File: src/sv/bdq_pkg.sv
// bdq_pkg: command codes and controller/datapath interface structs for the
// bounded deque unit. No dependencies; used by every other file.
package bdq_pkg;

    localparam int unsigned VALUE_W = 32;
    localparam int unsigned CMD_W   = 4;
    localparam int unsigned PCNT_W  = 6;

    typedef enum logic [CMD_W-1:0] {
        CMD_ADD_FRONT   = 4'd0,
        CMD_ADD_BACK    = 4'd1,
        CMD_DROP_FRONT  = 4'd2,
        CMD_DROP_BACK   = 4'd3,
        CMD_CLEAR       = 4'd4,
        CMD_DELETE      = 4'd5,
        CMD_PRINT_ALL   = 4'd6,
        CMD_PRINT_FIRST = 4'd7,
        CMD_PRINT_LAST  = 4'd8
    } t_cmd;

    // controller -> datapath
    typedef struct packed {
        logic push_front;
        logic push_back;
        logic pop_front;
        logic pop_back;
        logic clear_q;
        logic srch_setup;
        logic print_setup;
        logic rd_next;
        logic shift_wr;
        logic dec_count;
        logic ld_elem;
        logic ld_flag;
        logic flag_ovf;
    } t_dp_cmd;

    // datapath -> controller
    typedef struct packed {
        logic full;
        logic empty;
        logic n_zero;
        logic match;
        logic more;
        logic print_last;
        logic out_free;
    } t_dp_sts;

endpackage

File: src/sv/bounded_deque_with_delete_by_value_unit.sv
// Bounded deque with delete-by-value: top level joining bdq_ctrl and
// bdq_datapath. Depends on bdq_pkg.
//
// Usage: one command item enters on the input channel (i_in_valid/o_in_stall)
// with i_cmd, i_item_value and i_print_count. Results leave on the output
// channel (o_out_valid/i_out_stall) from a single output register.
// Adds, drops, clear and unknown codes give no result; the next item is
// taken in the following cycle. An add to a full store, or a print with
// nothing to show, gives one flagged result from ST_RES once the output
// register is free. A print reads its first element into the read register,
// then loads the output one element per cycle; the run holds up to CAPACITY
// results, the last carrying o_run_last. A delete walks the store one read
// per cycle and closes the gap one write per cycle. The single read port of
// the element store sets these figures. The input is stalled for as long
// as a multi-cycle command runs. When the receiver stalls, the output
// register holds its result and a print run pauses with it. Reset empties
// the deque and the output register; the store contents are not cleared and
// no clearing pass is needed.
module bounded_deque_with_delete_by_value_unit #(
    parameter int unsigned CAPACITY = 32
) (
    input  logic                                i_clk,
    input  logic                                i_rst_n,
    input  logic                                i_in_valid,
    output logic                                o_in_stall,
    input  logic [bdq_pkg::CMD_W-1:0]           i_cmd,
    input  logic signed [bdq_pkg::VALUE_W-1:0]  i_item_value,
    input  logic [bdq_pkg::PCNT_W-1:0]          i_print_count,
    output logic                                o_out_valid,
    input  logic                                i_out_stall,
    output logic signed [bdq_pkg::VALUE_W-1:0]  o_out_value,
    output logic                                o_run_last,
    output logic                                o_no_element,
    output logic                                o_overflow
);

    bdq_pkg::t_dp_cmd dp_cmd;
    bdq_pkg::t_dp_sts dp_sts;

    bdq_ctrl u_ctrl (
        .i_clk      (i_clk),
        .i_rst_n    (i_rst_n),
        .i_in_valid (i_in_valid),
        .o_in_stall (o_in_stall),
        .i_cmd      (i_cmd),
        .i_dp_sts   (dp_sts),
        .o_dp_cmd   (dp_cmd)
    );

    bdq_datapath #(
        .CAPACITY (CAPACITY)
    ) u_dp (
        .i_clk         (i_clk),
        .i_rst_n       (i_rst_n),
        .i_dp_cmd      (dp_cmd),
        .o_dp_sts      (dp_sts),
        .i_cmd         (i_cmd),
        .i_item_value  (i_item_value),
        .i_print_count (i_print_count),
        .i_out_stall   (i_out_stall),
        .o_out_valid   (o_out_valid),
        .o_out_value   (o_out_value),
        .o_run_last    (o_run_last),
        .o_no_element  (o_no_element),
        .o_overflow    (o_overflow)
    );

endmodule

File: src/sv/bdq_datapath.sv
// bdq_datapath: circular element store, front/count registers, walk pointer
// and output register. Depends on bdq_pkg.
module bdq_datapath #(
    parameter int unsigned CAPACITY = 32
) (
    input  logic                                i_clk,
    input  logic                                i_rst_n,
    input  bdq_pkg::t_dp_cmd                    i_dp_cmd,
    output bdq_pkg::t_dp_sts                    o_dp_sts,
    input  logic [bdq_pkg::CMD_W-1:0]           i_cmd,
    input  logic signed [bdq_pkg::VALUE_W-1:0]  i_item_value,
    input  logic [bdq_pkg::PCNT_W-1:0]          i_print_count,
    input  logic                                i_out_stall,
    output logic                                o_out_valid,
    output logic signed [bdq_pkg::VALUE_W-1:0]  o_out_value,
    output logic                                o_run_last,
    output logic                                o_no_element,
    output logic                                o_overflow
);

    localparam int unsigned IDXW = (CAPACITY > 1) ? $clog2(CAPACITY) : 1;
    localparam int unsigned CNTW = $clog2(CAPACITY + 1);
    localparam int unsigned MW   = (CNTW > bdq_pkg::PCNT_W) ? CNTW : bdq_pkg::PCNT_W;

    logic [bdq_pkg::VALUE_W-1:0] r_mem [CAPACITY];
    logic [bdq_pkg::VALUE_W-1:0] r_rdata;
    logic [bdq_pkg::VALUE_W-1:0] r_key;

    logic [IDXW-1:0] r_front, n_front;
    logic [CNTW-1:0] r_count, n_count;
    logic [CNTW-1:0] r_pos, n_pos;
    logic [CNTW-1:0] r_end, n_end;

    logic                               r_out_valid;
    logic signed [bdq_pkg::VALUE_W-1:0] r_out_value;
    logic                               r_out_last;
    logic                               r_out_none;
    logic                               r_out_ovf;

    logic [IDXW-1:0] front_dec, front_inc;
    logic [CNTW-1:0] n_eff, pr_start, pos_inc;
    logic [MW-1:0]   pc_ext, cnt_ext;
    logic            is_print;

    logic                        wr_en, rd_en, out_free;
    logic [IDXW-1:0]             wr_addr, rd_addr;
    logic [bdq_pkg::VALUE_W-1:0] wr_data;

    // physical index of logical position pos; front < CAPACITY, pos <= CAPACITY
    function automatic logic [IDXW-1:0] slot(input logic [IDXW-1:0] front,
                                             input logic [CNTW-1:0] pos);
        logic [CNTW:0] s;
        s = (CNTW+1)'(front) + (CNTW+1)'(pos);
        if (s >= (CNTW+1)'(CAPACITY)) begin
            s = s - (CNTW+1)'(CAPACITY);
        end
        return s[IDXW-1:0];
    endfunction

    assign front_dec = (r_front == '0) ? IDXW'(CAPACITY - 1) : r_front - 1'b1;
    assign front_inc = (r_front == IDXW'(CAPACITY - 1)) ? '0 : r_front + 1'b1;
    assign pos_inc   = r_pos + 1'b1;

    // clamped print length for the command on the input port
    assign pc_ext  = MW'(i_print_count);
    assign cnt_ext = MW'(r_count);
    always_comb begin
        if (i_cmd == bdq_pkg::CMD_PRINT_ALL || pc_ext > cnt_ext) begin
            n_eff = r_count;
        end else begin
            n_eff = CNTW'(pc_ext);
        end
    end
    assign pr_start = (i_cmd == bdq_pkg::CMD_PRINT_LAST) ? r_count - n_eff : '0;
    assign is_print = i_cmd inside {bdq_pkg::CMD_PRINT_ALL, bdq_pkg::CMD_PRINT_FIRST,
                                    bdq_pkg::CMD_PRINT_LAST};

    assign out_free = !r_out_valid || !i_out_stall;

    assign o_dp_sts.full       = (r_count == CNTW'(CAPACITY));
    assign o_dp_sts.empty      = (r_count == '0);
    assign o_dp_sts.n_zero     = is_print && (n_eff == '0);
    assign o_dp_sts.match      = (r_rdata == r_key);
    assign o_dp_sts.more       = (pos_inc < r_count);
    assign o_dp_sts.print_last = (pos_inc == r_end);
    assign o_dp_sts.out_free   = out_free;

    always_comb begin
        n_front = r_front;
        n_count = r_count;
        n_pos   = r_pos;
        n_end   = r_end;
        if (i_dp_cmd.clear_q) begin
            n_front = '0;
            n_count = '0;
        end
        if (i_dp_cmd.push_front) begin
            n_front = front_dec;
            n_count = r_count + 1'b1;
        end
        if (i_dp_cmd.push_back) begin
            n_count = r_count + 1'b1;
        end
        if (i_dp_cmd.pop_front) begin
            n_front = front_inc;
            n_count = r_count - 1'b1;
        end
        if (i_dp_cmd.pop_back || i_dp_cmd.dec_count) begin
            n_count = r_count - 1'b1;
        end
        if (i_dp_cmd.print_setup) begin
            n_pos = pr_start;
            n_end = pr_start + n_eff;
        end
        if (i_dp_cmd.srch_setup) begin
            n_pos = '0;
        end
        if (i_dp_cmd.rd_next) begin
            n_pos = pos_inc;
        end
    end

    always_ff @(posedge i_clk) begin
        if (!i_rst_n) begin
            r_front <= '0;
            r_count <= '0;
            r_pos   <= '0;
            r_end   <= '0;
        end else begin
            r_front <= n_front;
            r_count <= n_count;
            r_pos   <= n_pos;
            r_end   <= n_end;
        end
    end

    // store ports: one write, one registered read
    always_comb begin
        wr_en   = 1'b0;
        wr_addr = slot(r_front, r_count);
        wr_data = i_item_value;
        if (i_dp_cmd.push_front) begin
            wr_en   = 1'b1;
            wr_addr = front_dec;
        end else if (i_dp_cmd.push_back) begin
            wr_en   = 1'b1;
        end else if (i_dp_cmd.shift_wr) begin
            // close the gap: element at r_pos moves down one place
            wr_en   = 1'b1;
            wr_addr = slot(r_front, r_pos - 1'b1);
            wr_data = r_rdata;
        end
    end

    assign rd_en = i_dp_cmd.print_setup | i_dp_cmd.srch_setup | i_dp_cmd.rd_next;

    always_comb begin
        if (i_dp_cmd.print_setup) begin
            rd_addr = slot(r_front, pr_start);
        end else if (i_dp_cmd.srch_setup) begin
            rd_addr = r_front;
        end else begin
            rd_addr = slot(r_front, pos_inc);
        end
    end

    always_ff @(posedge i_clk) begin
        if (wr_en) begin
            r_mem[wr_addr] <= wr_data;
        end
        if (rd_en) begin
            r_rdata <= r_mem[rd_addr];
        end
        if (i_dp_cmd.srch_setup) begin
            r_key <= i_item_value;
        end
    end

    // output register
    always_ff @(posedge i_clk) begin
        if (!i_rst_n) begin
            r_out_valid <= 1'b0;
        end else if (i_dp_cmd.ld_elem || i_dp_cmd.ld_flag) begin
            r_out_valid <= 1'b1;
        end else if (!i_out_stall) begin
            r_out_valid <= 1'b0;
        end
    end

    always_ff @(posedge i_clk) begin
        if (i_dp_cmd.ld_elem) begin
            r_out_value <= r_rdata;
            r_out_last  <= (pos_inc == r_end);
            r_out_none  <= 1'b0;
            r_out_ovf   <= 1'b0;
        end else if (i_dp_cmd.ld_flag) begin
            r_out_value <= '0;
            r_out_last  <= 1'b1;
            r_out_none  <= 1'b1;
            r_out_ovf   <= i_dp_cmd.flag_ovf;
        end
    end

    assign o_out_valid  = r_out_valid;
    assign o_out_value  = r_out_value;
    assign o_run_last   = r_out_last;
    assign o_no_element = r_out_none;
    assign o_overflow   = r_out_ovf;

endmodule

File: src/sv/bdq_ctrl.sv
// bdq_ctrl: command sequencer for the deque; decodes the item and steps the
// datapath through searches, gap closing and print runs. Depends on bdq_pkg.
module bdq_ctrl (
    input  logic                      i_clk,
    input  logic                      i_rst_n,
    input  logic                      i_in_valid,
    output logic                      o_in_stall,
    input  logic [bdq_pkg::CMD_W-1:0] i_cmd,
    input  bdq_pkg::t_dp_sts          i_dp_sts,
    output bdq_pkg::t_dp_cmd          o_dp_cmd
);

    typedef enum logic [4:0] {
        ST_IDLE  = 5'b00001,
        ST_RES   = 5'b00010,
        ST_PRINT = 5'b00100,
        ST_SCHK  = 5'b01000,
        ST_SHIFT = 5'b10000
    } t_state;

    t_state r_state, n_state;
    logic   r_ovf, n_ovf;

    assign o_in_stall = (r_state != ST_IDLE);

    always_comb begin
        n_state  = r_state;
        n_ovf    = r_ovf;
        o_dp_cmd = '0;
        case (r_state)
            ST_IDLE: begin
                if (i_in_valid) begin
                    case (i_cmd)
                        bdq_pkg::CMD_ADD_FRONT, bdq_pkg::CMD_ADD_BACK: begin
                            if (i_dp_sts.full) begin
                                n_ovf   = 1'b1;
                                n_state = ST_RES;
                            end else if (i_cmd == bdq_pkg::CMD_ADD_FRONT) begin
                                o_dp_cmd.push_front = 1'b1;
                            end else begin
                                o_dp_cmd.push_back = 1'b1;
                            end
                        end
                        bdq_pkg::CMD_DROP_FRONT: begin
                            o_dp_cmd.pop_front = !i_dp_sts.empty;
                        end
                        bdq_pkg::CMD_DROP_BACK: begin
                            o_dp_cmd.pop_back = !i_dp_sts.empty;
                        end
                        bdq_pkg::CMD_CLEAR: begin
                            o_dp_cmd.clear_q = 1'b1;
                        end
                        bdq_pkg::CMD_DELETE: begin
                            if (!i_dp_sts.empty) begin
                                o_dp_cmd.srch_setup = 1'b1;
                                n_state             = ST_SCHK;
                            end
                        end
                        bdq_pkg::CMD_PRINT_ALL, bdq_pkg::CMD_PRINT_FIRST,
                        bdq_pkg::CMD_PRINT_LAST: begin
                            if (i_dp_sts.n_zero) begin
                                n_ovf   = 1'b0;
                                n_state = ST_RES;
                            end else begin
                                o_dp_cmd.print_setup = 1'b1;
                                n_state              = ST_PRINT;
                            end
                        end
                        default: begin
                        end
                    endcase
                end
            end
            ST_RES: begin
                if (i_dp_sts.out_free) begin
                    o_dp_cmd.ld_flag  = 1'b1;
                    o_dp_cmd.flag_ovf = r_ovf;
                    n_state           = ST_IDLE;
                end
            end
            ST_PRINT: begin
                // the next read is issued only as the current element leaves
                if (i_dp_sts.out_free) begin
                    o_dp_cmd.ld_elem = 1'b1;
                    if (i_dp_sts.print_last) begin
                        n_state = ST_IDLE;
                    end else begin
                        o_dp_cmd.rd_next = 1'b1;
                    end
                end
            end
            ST_SCHK: begin
                if (i_dp_sts.match) begin
                    if (i_dp_sts.more) begin
                        o_dp_cmd.rd_next = 1'b1;
                        n_state          = ST_SHIFT;
                    end else begin
                        o_dp_cmd.dec_count = 1'b1;
                        n_state            = ST_IDLE;
                    end
                end else if (i_dp_sts.more) begin
                    o_dp_cmd.rd_next = 1'b1;
                end else begin
                    n_state = ST_IDLE;
                end
            end
            ST_SHIFT: begin
                o_dp_cmd.shift_wr = 1'b1;
                if (i_dp_sts.more) begin
                    o_dp_cmd.rd_next = 1'b1;
                end else begin
                    o_dp_cmd.dec_count = 1'b1;
                    n_state            = ST_IDLE;
                end
            end
            default: begin
                n_state = ST_IDLE;
            end
        endcase
    end

    always_ff @(posedge i_clk) begin
        if (!i_rst_n) begin
            r_state <= ST_IDLE;
            r_ovf   <= 1'b0;
        end else begin
            r_state <= n_state;
            r_ovf   <= n_ovf;
        end
    end

endmodule

File: config.mk
export PLATFORM = sky130hd
export DESIGN_NAME = bounded_deque_with_delete_by_value_unit
export DESIGN_NICKNAME = d
export VERILOG_FILES = /design/src/sv/bdq_pkg.sv /design/src/sv/bounded_deque_with_delete_by_value_unit.sv /design/src/sv/bdq_datapath.sv /design/src/sv/bdq_ctrl.sv
export SDC_FILE = /design/constraint.sdc
export NUM_CORES = 2
export LEC_CHECK = 0
export BUFFER_PORTS_ARGS = -buffer_cell sky130_fd_sc_hd__buf_4
export CORE_AREA = 2 2 371 373
export DETAILED_ROUTE_END_ITERATION = 12
export DIE_AREA = 0 0 373 375
export MAX_ROUTING_LAYER = met4
export PLACE_DENSITY_LB_ADDON = 0.1
export SETUP_SLACK_MARGIN = 0.1
export SLEW_MARGIN = 20
export SYNTH_ARGS = -nofsm -noshare
export SYNTH_HDL_FRONTEND = slang
export SYNTH_HIERARCHICAL = 1
export SYNTH_SLANG_ARGS = --single-unit
File: constraint.sdc
create_clock -name i_clk -period 23.8 [get_ports i_clk]
set_input_delay 4.76 -clock i_clk [delete_from_list [all_inputs] [get_ports i_clk]]
set_output_delay 4.76 -clock i_clk [all_outputs]
set_load 0.02 [all_outputs]
# [Yosys cells after proc, flatten, opt, wreduce, memory -nomap -nowiden]
# Memories as Yosys holds them, arrays and structs flattened. A register that Yosys moved wholly into a read port is not among the register bits.
# Index checks and enable logic that the tools add are counted.
[word_totals] mem_bits_rw=1024 ff_bits=97 n_memories=1 word_cells=166 inputBits=46
[mem_list] name="u_dp.r_mem" depth=32 width=32 read_ports=1 rd_ports_with_merged_regs=1 write_ports=1 line_no="bdq_datapath.sv:25" text="logic [bdq_pkg::VALUE_W-1:0] r_mem [CAPACITY];"
[op_classes] n_eq_ne=28 bitwise_logic=2 n_reduce_logical=23 magnitude_cmp=6 mux=78 n_addsub=16
[op_table] op="32-bit two-way mux" count=5
[op_table] op="5-bit two-way mux" count=23
[op_table] op="6-bit two-way mux" count=10
[op_table] op="32-bit equality test" count=1
[op_table] op="5-bit by 6-bit adder with 7-bit output" count=4
[op_table] op="7-bit by 6-bit >= comparator with 1-bit output, second input constant" count=4
[op_table] op="1-bit two-way mux" count=28
[op_table] op="5-bit case mux with 5 select lines" count=1
[op_table] op="5-bit by 1-bit subtractor with 5-bit output, second input constant" count=5
[op_table] op="4-bit by 3-bit equality test with 1-bit output, second input constant" count=4
[op_table] op="5-bit case mux with 3 select lines" count=1
[op_table] op="7-bit two-way mux" count=2
[op_table] op="6-bit by 1-bit adder with 6-bit output, second input constant" count=2
[op_table] op="6-bit logical NOT" count=2
[op_table] op="6-bit by 1-bit subtractor with 6-bit output, second input constant" count=2
[op_table] op="5-bit equality test, second input constant" count=2
[op_table] op="3-bit nonzero test" count=3
[op_table] op="4-bit by 2-bit equality test with 1-bit output, second input constant" count=2
[op_table] op="2-bit two-way mux" count=4
[op_table] op="2-bit inequality test, second input constant" count=4
[op_table] op="7-bit AND reduction" count=1
[op_table] op="6-bit adder" count=1
[op_table] op="6-bit equality test" count=1
[op_table] op="6-bit equality test, second input constant" count=1
[op_table] op="27 further kinds" count=40

# [Logic depth before layout (Yosys ltp)]
[logic_depth] word_depth=14 depth_mapped=27

# [Modules after synthesis]
# Netlist, hierarchy kept.
[modules_own_cells] mod="bdq_datapath" instances=1 seq_area_each_um2=34182.8 area_per_inst_um2=46577.2 cells_each=2374
[modules_own_cells] mod="bdq_ctrl" instances=1 seq_area_each_um2=120.1 area_per_inst_um2=633.1 cells_each=78

# [Least setup slack after synthesis]
# OpenSTA, ideal clock, no wires.
[synth_timing] kind="input-to-reg" start="input port i_cmd[2] in the netlist's numbering" end="register u_dp/r_rdata[0] in the netlist's numbering, read port of u_dp.r_mem, data pin" path_stages=13 slack_ns=12.764 t_arrival_ns=10.766 n_path_buf=4 path_cell_list="buf_2 nand2b_1 nor4_1 buf_2 mux2i_1 nor2_1 a21oi_1 clkbuf_1 buf_2 mux4_2 mux2_2 a21oi_1 mux2i_1"
[synth_rtl] element="start: declaration" line_no="bounded_deque_with_delete_by_value_unit.sv:26" text="input logic [bdq_pkg::CMD_W-1:0] i_cmd,"
[synth_rtl] element="end: declaration" line_no="bdq_datapath.sv:26" text="logic [bdq_pkg::VALUE_W-1:0] r_rdata;"

==> results.md <==
* Register area share after synthesis at 0.7266
* Final clock skew at 31.29 ps
* RSZ-0062 raised after global routing: false
* Clock buffer depth at 3
* Final TNS setup at 0 ps
* Fill cell total of the finished layout at 12140
* Critical path's top delay family: buffers and inverters
* Sw power at 943.6 uW
* # port buffers at 82
* Synthesized area at 47210 um^2
* Hold depth at 2
* # rows at 136
* ANT nets after route at 0
* Worst Path Max Fanout at 104
* Clock network power share at 0.414
* Worst Hold End: u_dp/o_no_element
* Final hold violation count at 0
* Post-CTS Resized at 0
* WP data arrival at 11490 ps
* CTS tree: done
* Count leader, synth: edfxtp_1
* # clock sinks at 1153
* Initial antenna violation count at 8
* Cell Chain, Critical Path: buf_4 -> ha_1 -> nor2b_1 -> o21bai_1 -> a31oi_1 -> nor2_1 -> nor2_1 -> a21oi_1 -> nand4_1 -> nor4_2 -> nor3_2 -> buf_4 -> a21oi_4 -> buf_12 -> buf_4 -> buf_4 -> mux4_2 -> mux2_2 -> a21oi_1 -> mux2i_1
* Die width at 373 um
* Reg2reg setup slack at 15850 ps
* PwrDens at 79.55 nW/um^2
* TritonRoute pass-1 iters at 7
* Total routing usage reported by global routing at 0.1973
* Die area at 139900 um^2
* Hold_buf cts at 0
* Sequential share of power at 0.522
* Pwr Total at 4.296 mW
* Endpoints failing setup at 0
* Pin count of the biggest net entering global routing at 139
* Drt via density at 5.354
* Post-layout min period at 11070 ps
* Vias in the first global route at 24980
* Max VDD drop at 0.05731 mV
* Cell taking the most area after synthesis: edfxtp_1
* Worst slew margin at 0.2481
* Synth cell types at 73
* Leakage at 17.40 nW
* FF/Latch Area at 34300 um^2
* Post-synthesis cell count at 2452
* Max Clk Rate at 90.36 MHz
* Slowest stage delay, CP at 760 ps
* Crit path launch type: primary input
* Critical path endpoint category: register
* Nets@finish at 2681
* CP required at 24230 ps
* Hold Crit Start: u_dp/o_no_element
* Max cap viols at 0
* Placed Area at 50290 um^2
* Reg2Reg Depth at 20
* Worst path bufs/invs at 5
* Design area at 54000 um^2
* Slew Limit Fails at 0
* Initial DRC Count at 2023
* Critical path class: primary input to register
* Wirelength per Cell at 29.92 um
* CTS clk-pin slew, worst paths at 60 ps
* GRT Residual Overflow at 0
* Top_reg_cell synth: edfxtp_1
* Switching Share at 0.2196
* Share of layout cells above drive strength 1 at 0.2655
* Worst skew pair latency at 740 ps
* Core area at 136300 um^2
* RR Startpoint: u_dp/cnt_ext[1]
* Avg Inst Size Synth at 19.25 um^2
* Flops & latches, synth at 1153
* Status: finished, final reports clean
* First-pass GRT wire length at 190600 um
* Yosys synthesis warning count at 6
* Combinational Power Share at 0.063
* Routability cong. at 0.8587
* Initial Util at 0.3464
* Post-synth ARST share at 0
* Via count at 24010
* # Post-CTS Setup Buffers at 0
* Synth top area share at 0.7130
* Post-synth EDFFs at 1121
* Synth area leaders: edfxtp_1, mux4_2, mux2_2
* Critical Path Start: i_print_count[1]
* Post-route clock period utilization at 0.4650
* Critical-path top delay cell: buf_4
* Final HPWL DP at 73530 um
* Root buffer cell: clkbuf_16
* H-tree depth reported by CTS at 3
* CP most frequent cell: buf_4
* Multi-input combinational cell area at 12580 um^2
* Most frequent cells after synthesis: edfxtp_1, mux4_2, nor2_1, a21oi_1, mux2i_1
* Die H at 375 um
* I/O pin total at 83
* Area grow syn2layout at 14.39%
* # DRC at 0
* Pint at 3.353 mW
* FF-to-FF End: u_dp/r_rdata[20]
* Worst Tran Pin Value at 1125 ps
* CTS Buf Count at 118
* Hold WC Path Type: register to register
* Post-Syn Nets at 2544
* Routed wire length at 134200 um
registers in the layout, summed over array words and instances, names as in the netlist, 5 cells and up:
signal,cells
u_dp/r_mem,1024
u_dp/o_out_value,32
u_dp/r_key,32
u_dp/r_rdata,32
u_dp/cnt_ext,6
u_dp/r_end,6
u_dp/r_pos,6
u_ctrl/r_state,5
u_dp/r_front,5
metrics by stage:
step,setup WS [ps],instances,hold WS [ps],util
after floorplan,12760,2452,467.1,-
after global placement,11730,4262,482.6,0.3690
after detailed placement,11610,4262,494.4,0.3690
after CTS,12400,4479,506.1,0.3959
after global routing,12090,4481,532.4,0.3962
final,12730,4484,501.9,0.3962
power groups by stage:
stage | logic [mW] | registers (mW) | clock network [mW]
2_1_floorplan | 0.190 | 2.28 | 0
3_3_place_gp | 0.273 | 2.29 | 0
3_5_place_dp | 0.275 | 2.29 | 0
4_1_cts | 0.276 | 2.24 | 1.83
5_1_grt | 0.297 | 2.24 | 1.90
6_report | 0.272 | 2.24 | 1.78
how the worst max path moves through the flow:
stage	depth (start not counted)	slack [ps]	end
after floorplan	13	12760	u_dp/r_rdata[0]
after global placement	20	11730	u_dp/r_rdata[5]
after detailed placement	20	11610	u_dp/r_rdata[5]
after CTS	20	12400	u_dp/r_rdata[5]
after global routing	20	12090	u_dp/r_rdata[18]
final	20	12730	u_dp/r_rdata[20]
layout by cell type, fill, tap and decap left out, drive strengths merged, types with 40 or more instances in the layout:
cell type,count
edfxtp,1121
mux2,98
nand2,58
and2,40
inv,40
mux2i,107
a21oi,109
ha,42
mux4,256
clkinv,57
nor2,134
clkbuf,140
xor2,50
buf,136
worst min-delay path, stage by stage (launching register included):
cell and delay [ps]:
dfxtp_1 330, nor2_1 90, nor2_1 40
routing by layer:
metal / track usage / share of wire / up-vias
met1: 0.2609 / 0.44 / 13010
li1: - / - / 10190
met5: - / 0 / -
met3: 0.02829 / 0.048 / 160
met4: 0.04686 / 0.019 / 0
met2: 0.3228 / 0.49 / 648
final cells by class:
| class | instances | share of cell area |
|---|---|---|
| Clock buffer | 140 | 0.05699 |
| Inverter | 36 | 0.002502 |
| Antenna cell | 4 | 0.0001853 |
| Sequential cell | 1153 | 0.6352 |
| Timing Repair Buffer | 136 | 0.01960 |
| Multi-Input combinational cell | 1144 | 0.2329 |
| Clock inverter | 77 | 0.01107 |
| Tap cell | 1794 | 0.04156 |
kinds of logic after synthesis:
logic type                 synth area share
muxes                                0.1682
xor gates and xnor gates            0.01259
and+or+nand+nor                     0.03978
DFF                                  0.7266
AOI/OAI and AO/OA                   0.02611
adders and majority gates           0.01283
buffers and inverters               0.01391
(Power assumes the default switching activity.)
